[config.mk]
export PLATFORM = sky130hd
export DESIGN_NAME = lat_ram
export DESIGN_NICKNAME = d
export VERILOG_FILES = /design/src/sv/lat_ram.sv
export SDC_FILE = /design/constraint.sdc
export NUM_CORES = 1
export LEC_CHECK = 0
export ABC_AREA = 0
export BUFFER_PORTS_ARGS = -buffer_cell sky130_fd_sc_hd__buf_2
export CAP_MARGIN = 15
export CORE_MARGIN = 8
export CORE_UTILIZATION = 60
export CTS_CLUSTER_SIZE = 10
export DETAILED_ROUTE_END_ITERATION = 8
export GPL_ROUTABILITY_DRIVEN = 0
export PLACE_DENSITY = 0.74
export SYNTH_ARGS = -nofsm -noshare
export SYNTH_HDL_FRONTEND = slang
export SYNTH_SLANG_ARGS = --single-unit
[constraint.sdc]
create_clock -name clock -period 2.6 [get_ports clock]
set_input_delay 0.52 -clock clock [delete_from_list [all_inputs] [get_ports clock]]
set_output_delay 0.52 -clock clock [all_outputs]
set_load 0.01 [all_outputs]
[src/sv/lat_ram.sv]
// Generic single-port-write, single-port-read RAM with registered read data.
module lat_ram #(
   parameter int WIDTH = 8,
   parameter int DEPTH = 64
) (
   input  logic                     clock,
   input  logic                     wr_en,
   input  logic [$clog2(DEPTH)-1:0] wr_addr,
   input  logic [WIDTH-1:0]         wr_data,
   input  logic [$clog2(DEPTH)-1:0] rd_addr,
   output logic [WIDTH-1:0]         rd_data
);

   logic [WIDTH-1:0] mem_ff [DEPTH];
   logic [WIDTH-1:0] rd_data_ff;

   always_ff @(posedge clock) begin
      if (wr_en) begin
         mem_ff[wr_addr] <= wr_data;
      end
      rd_data_ff <= mem_ff[rd_addr];
   end

   assign rd_data = rd_data_ff;

endmodule

==> metrics.csv, run 1 <==
stage,metric,value,unit
finish,nets,1143,
sta,worst_slack,503.2,ps
place,dp_worst_setup_slack,-78.74,ps
synthesis,synth_async_sr_flop_share,0,%
routing,post_drt_wl_per_cell,27.64,um
sta,final.setup_skew,10.93,ps
setup_path,cp.arrival,2550,ps
finish,layout-drive-gt1-share,32.61,%
routing,drtIter0Drc,989,
sta,fin_crit,2097,ps
finish,regArea,0.01553,mm^2
finish,synthToLayoutAreaGrowth,16.12,%
synthesis,synth_area,0.02017,mm^2
sta,hold_ws,376.7,ps
floorplan,die_x,199.3,um
global_routing,antenna_found_initial,2,
place,dp_hpwl,27.75,mm
global_routing,grt_use_met2,36.05,%
synthesis,synthCells,940,
global_routing,overflow,0,
global_routing,use_met3,4.648,%
synthesis,synth_ff_type,edfxtp_1,
sta,maxSlewViolCount,0,
clock_tree,clk_path_buf_depth,3,
routing,finalWirelength,44.08,mm
sta,tightest_slew,967.0,ps
routing,via_per_inst,6.413,
setup_path,cp.required,3060,ps
sta,finalCritPeriodShare,80.65,%
clock_tree,cts_tree,yes,
setup_path,max_stage_delay,490,ps
global_routing,grt_start_max_net_pins,65,
synthesis,synth-edff-count,512,
setup_path,critPathLaunchType,primary input,
setup_path,critical_path.top_delay_family,multiplexers,
global_routing,grt_usage,22.92,%
clock_tree,path_clk_slew,50,ps
sta,max_slew_margin,35.53,%
synthesis,synth_area_leaders,"edfxtp_1 (76%), mux4_2 (14%), nor2_1 (1.5%)",
floorplan,io_pins,30,
setup_path,cp_max_fo,17,
setup_path,worstSetupPathType,in2reg,
synthesis,syn-num-nets,962,
global_routing,grt_pass1_wl,65.46,mm
floorplan,start_util,60.60,%
sta,hold_viol_final,0,
synthesis,yosys.area.top_type,edfxtp_1,
routing,antenna_left,0,
synthesis,ys_ff_latch,520,
sta,finalSetupViolCount,0,
power_and_ir_drop,power.density,737.8,mW/mm^2
finish,fillers,2006,
finish,multiInputGateArea,0.004315,mm^2
finish,utilization,70.37,%
setup_path,cp_cell_sequence,"clkbuf_8, buf_12, mux4_2, mux2_2, o221a_2, nor3_1, o32ai_1",
clock_tree,htree_levels,2,
setup_path,slowest_stage,mux4_2,
clock_tree,cts_sinks,520,
sta,fmax,476.9,MHz
setup_path,critPathCaptureType,flip-flop,
place,numPortBuffers,29,
sta,rsz0062_at_grt,no,
synthesis,synth_cell_types,40,
global_routing,busiest_layer,met2,
clock_tree,cts-hold-fix-buffers,0,
routing,vias,10230,
synthesis,synth_top_area_share,76.24,%
clock_tree,ctsResizeCount,0,
floorplan,core_area,0.03328,mm^2
synthesis,ys_seq_area_share,77.03,%
synthesis,postSynthAreaPerCell,21.45,um^2
synthesis,yosysWarningCount,0,
clock_tree,cts-root-buf,clkbuf_16,
global_routing,use_met1,32.74,%
clock_tree,cts_setup_buffers,0,
floorplan,rows,67,
clock_tree,cts_buffers,58,
power_and_ir_drop,leakagePower,7.641,nW
hold_path,hp-class,in2reg,
routing,dr.pass1.iters,5,
routing,drc,0,
floorplan,die_height,199.3,um
power_and_ir_drop,ir_drop,0.6172,mV
floorplan,dieArea,0.03973,mm^2
finish,diodes,0,
setup_path,critPathBufInv,2,
clock_tree,insertion_delay,590,ps
run_status,status,completed,
global_routing,grt_pass1_vias,10310,
flow_run,maxCapViolations,0,
placed cells by master, fill, tap and decap left out, types with 7 or more instances in the layout:
| cell type | netlist | routed |
|---|---|---|
| nor2_1 | 83 | 83 |
| nand2_1 | 19 | 19 |
| nor2b_1 | 14 | 14 |
| o221ai_1 | 8 | 8 |
| buf_4 | 13 | 130 |
| buf_2 | 11 | 26 |
| o22ai_1 | 8 | 8 |
| buf_12 | 2 | 15 |
| nor3_1 | 7 | 7 |
| clkbuf_1 | 17 | 24 |
| edfxtp_1 | 512 | 512 |
| mux2i_1 | 23 | 23 |
| clkbuf_16 | 0 | 59 |
| mux2_2 | 13 | 13 |
| nand2b_1 | 7 | 7 |
| mux4_2 | 126 | 126 |
| dfxtp_1 | 8 | 8 |
| nand3_1 | 13 | 13 |
state kept, by name, summed over array words and instances, names as in the netlist:
| signal | cells |
|---|---|
| rd_data | 8 |
| mem_ff | 512 |
through the flow:
step	cell area, um^2	power [mW]	setup TNS, ps	std cells
finish	23420	17.28	0	1595
global route	23420	17.72	0	1595
CTS	23420	17.36	0	1595
detailed placement	21830	10.43	-219.1	1509
global placement	21830	10.40	-80.82	1509
floorplan	20170	9.972	0	940
cells in the mapped netlist, types with 4 or more instances:
cell      number
nand2b_1       7
o221ai_1       8
nand2_1       19
a211oi_1       4
buf_1          4
nand3_1       13
buf_2         11
buf_4         13
buf_6          4
o22ai_1        8
mux2i_1       23
a221oi_1       6
dfxtp_1        8
nor3_1         7
mux4_2       126
mux2_2        13
nor2_1        83
nor2b_1       14
clkbuf_1      17
edfxtp_1     512
logic make-up after synthesis:
| group | synth area share (%) |
|---|---|
| flops | 77.03 |
| buf+inv | 1.570 |
| simple gates | 3.387 |
| compound gates | 2.072 |
| mux | 15.94 |
power by group:
group	total, mW	internal, mW	switching [mW]
Combinational	0.946	0.402	0.544
Clock	7.02	4.10	2.92
Sequential	9.32	9.29	0.0305
final cells by class:
cell class | count | area share [%]
Clock buffer | 83 | 6.689
Timing Repair Buffer | 172 | 6.064
Clock inverter | 3 | 0.09083
Sequential cell | 520 | 66.34
Tap cell | 448 | 2.394
Multi-Input combinational cell | 369 | 18.43
worst reg2reg max path, delay by kind of cell, from the launching register on:
family | cells | cell delay, ps
simple gates | 1 | 360
flops | 1 | 360
compound gates | 2 | 430
mux | 2 | 800
final timing paths:
path / start / to / slack (ps) / depth (start not counted)
hold / removal: rd_addr[5] / rd_data[4] / 380 / 3
hold reg to reg: mem_ff[6][7] / rd_data[7] / 860 / 4
setup reg to reg: mem_ff[21][4] / rd_data[4] / 520 / 5
setup / recovery: rd_addr[0] / rd_data[4] / 500 / 7
routing by layer:
metal	vias to the layer above	part of all wire, %	wire [um]
met1	5334	40	17790
met3	66	9.1	4033
met2	542	48	21200
met5	-	0.052	23
li1	4282	-	-
met4	4	2.4	1041
(Power assumes the default switching activity.)
==> run 2: changes to the inputs <==
Clock period 2.6 ns to 2.1 ns, I/O delays scaled along.
==> run 2 against run 1 <==
Register-to-register slack worse by 480 ps. Total power up 25%. Utilization up 0.75 points. Count of clock-buffer cells in the layout up 12. Largest cell class unchanged. Largest power group unchanged.
==> metrics.csv, run 2 (synthesis gave the netlist of run 1 again) <==
stage,metric,value,unit
routing,post_drt_wl_per_cell,27.98,um
floorplan,rows,67,
sta,max_slew_margin,50.12,%
flow_run,maxCapViolations,0,
sta,fin_crit,2061,ps
routing,drtIter0Drc,1038,
finish,largest_reg_flops,512,
finish,final_area,0.02367,mm^2
place,dp_hpwl,28.12,mm
clock_tree,path_clk_slew,60,ps
setup_path,critPathBufInv,0,
place,numPortBuffers,29,
clock_tree,cts_sinks,520,
sta,final.setup_skew,23.25,ps
power_and_ir_drop,ir_drop,0.6453,mV
setup_path,worstSetupPathType,reg2reg,
setup_path,crit_end,rd_data[6],
floorplan,start_util,60.60,%
clock_tree,cts_setup_buffers,0,
setup_path,cp_max_fo,1,
finish,diodes,0,
hold_path,hp-class,in2reg,
sta,fmax,485.3,MHz
power_and_ir_drop,leakagePower,7.777,nW
routing,finalWirelength,45.59,mm
finish,regMostFlops,mem_ff,
sta,finalCritPeriodShare,98.13,%
sta,rsz0062_at_grt,no,
run_status,status,completed,
setup_path,max_stage_delay,510,ps
setup_path,worst_r2r_path_depth,5,
setup_path,slowest_stage,mux4_2,
global_routing,grt_pass1_wl,67.30,mm
clock_tree,cts_buffers,58,
floorplan,core_area,0.03328,mm^2
clock_tree,insertion_delay,580,ps
sta,finalSetupViolCount,0,
floorplan,die_height,199.3,um
floorplan,io_pins,30,
power_and_ir_drop,p_clk_share,41.1,%
global_routing,busiest_layer,met2,
global_routing,use_met1,31.85,%
routing,drc,0,
global_routing,antenna_found_initial,2,
setup_path,r2r_end,rd_data[6],
global_routing,grt_usage,23.50,%
setup_path,rrSetupSlack,40,ps
global_routing,overflow,0,
global_routing,grt_use_met2,37.73,%
clock_tree,cts-hold-fix-buffers,0,
sta,maxSlewViolCount,0,
setup_path,setup.worst_path.start,mem_ff[21][6],
place,placed_cell_area,0.02199,mm^2
routing,antenna_left,0,
clock_tree,htree_levels,2,
setup_path,critical_path.top_delay_family,multiplexers,
finish,fillers,1970,
finish,nets,1166,
power_and_ir_drop,combPwrFrac,5.6,%
power_and_ir_drop,p_switching,4.433,mW
power_and_ir_drop,p_seq_share,53.3,%
routing,dr.pass1.iters,5,
routing,via_per_inst,6.378,
clock_tree,cts-root-buf,clkbuf_16,
clock_tree,clk_path_buf_depth,3,
setup_path,r2r-start,mem_ff[21][6],
finish,final_common_cell,edfxtp_1,
floorplan,dieArea,0.03973,mm^2
setup_path,critPathLaunchType,flip-flop,
setup_path,worst-path-stages,5,
power_and_ir_drop,intPower,17.21,mW
hold_path,min_path_cells,1,
global_routing,grt_pass1_vias,10610,
finish,mostFrequentLayoutCells,"edfxtp_1 (512), buf_4 (151), mux4_2 (126), nor2_1 (83), clkbuf_16 (59)",
power_and_ir_drop,sw_frac_of_total,20.48,%
power_and_ir_drop,power.density,914.4,mW/mm^2
routing,vias,10390,
setup_path,cp.required,2550,ps
sta,hold_viol_final,0,
sta,tightest_slew,748.2,ps
finish,layout-drive-gt1-share,33.70,%
setup_path,critPathCaptureType,flip-flop,
finish,synthToLayoutAreaGrowth,17.36,%
setup_path,cp.arrival,2510,ps
sta,fin_tns_setup,0,ps
clock_tree,cts_tree,yes,
clock_tree,ctsResizeCount,0,
floorplan,die_x,199.3,um
setup_path,cp_cell_sequence,"mux4_2, mux2_2, o221a_2, nor3_1, o32ai_1",
global_routing,grt_start_max_net_pins,65,
global_routing,use_met3,4.530,%
==> run 2: final cells by class <==
type | instances | area [um^2] | area share (%)
Multi-Input combinational cell | 369 | 4315 | 18.23
Clock buffer | 95 | 1622 | 6.851
Sequential cell | 520 | 15530 | 65.64
Tap cell | 448 | 560.5 | 2.368
Clock inverter | 2 | 17.52 | 0.07401
Timing Repair Buffer | 195 | 1618 | 6.835
==> run 2: layer usage <==
| layer | part of all wire, % | vias up |
|---|---|---|
| met5 | 0.059 | - |
| li1 | - | 4342 |
| met1 | 39 | 5362 |
| met2 | 48 | 573 |
| met3 | 9.2 | 109 |
| met4 | 3.7 | 4 |
==> run 2: metrics by stage <==
step,hold WS (ps),setup slack (ps),utilization (%),std cells,power [mW]
floorplan,518.9,12.28,-,940,12.35
finish,239.8,39.29,71.12,1629,21.64
global route,232.5,25.59,71.12,1629,22.21
CTS,282.4,20.37,71.00,1627,21.74
global placement,801.7,-445.2,66.07,1530,12.90
detailed placement,838.3,-420.0,66.07,1530,12.94
==> run 2: how the worst min path moves through the flow <==
stage                             start       endpoint  slack, ps
after CTS                    rd_addr[5]     rd_data[4]        280
after detailed placement  mem_ff[22][2]     rd_data[2]        840
after floorplan              wr_data[0]   mem_ff[0][0]        520
final                        wr_data[4]  mem_ff[58][4]        240
after global routing         wr_data[4]  mem_ff[58][4]        230
after global placement    mem_ff[31][4]     rd_data[4]        800
==> run 2: power by group through the flow <==
stage	registers, mW	clock network [mW]	logic (mW)
finish	11.5	8.90	1.21
global route	11.5	9.40	1.28
CTS	11.5	9.01	1.20
detailed placement	11.7	0	1.19
global placement	11.7	0	1.16
floorplan	11.7	0	0.612
==> run 2: worst reg2reg max path, stage by stage, from the launching register on <==
cell and delay [ps]:
edfxtp_1 420, mux4_2 520, mux2_2 290, o221a_2 280, nor3_1 280, o32ai_1 150
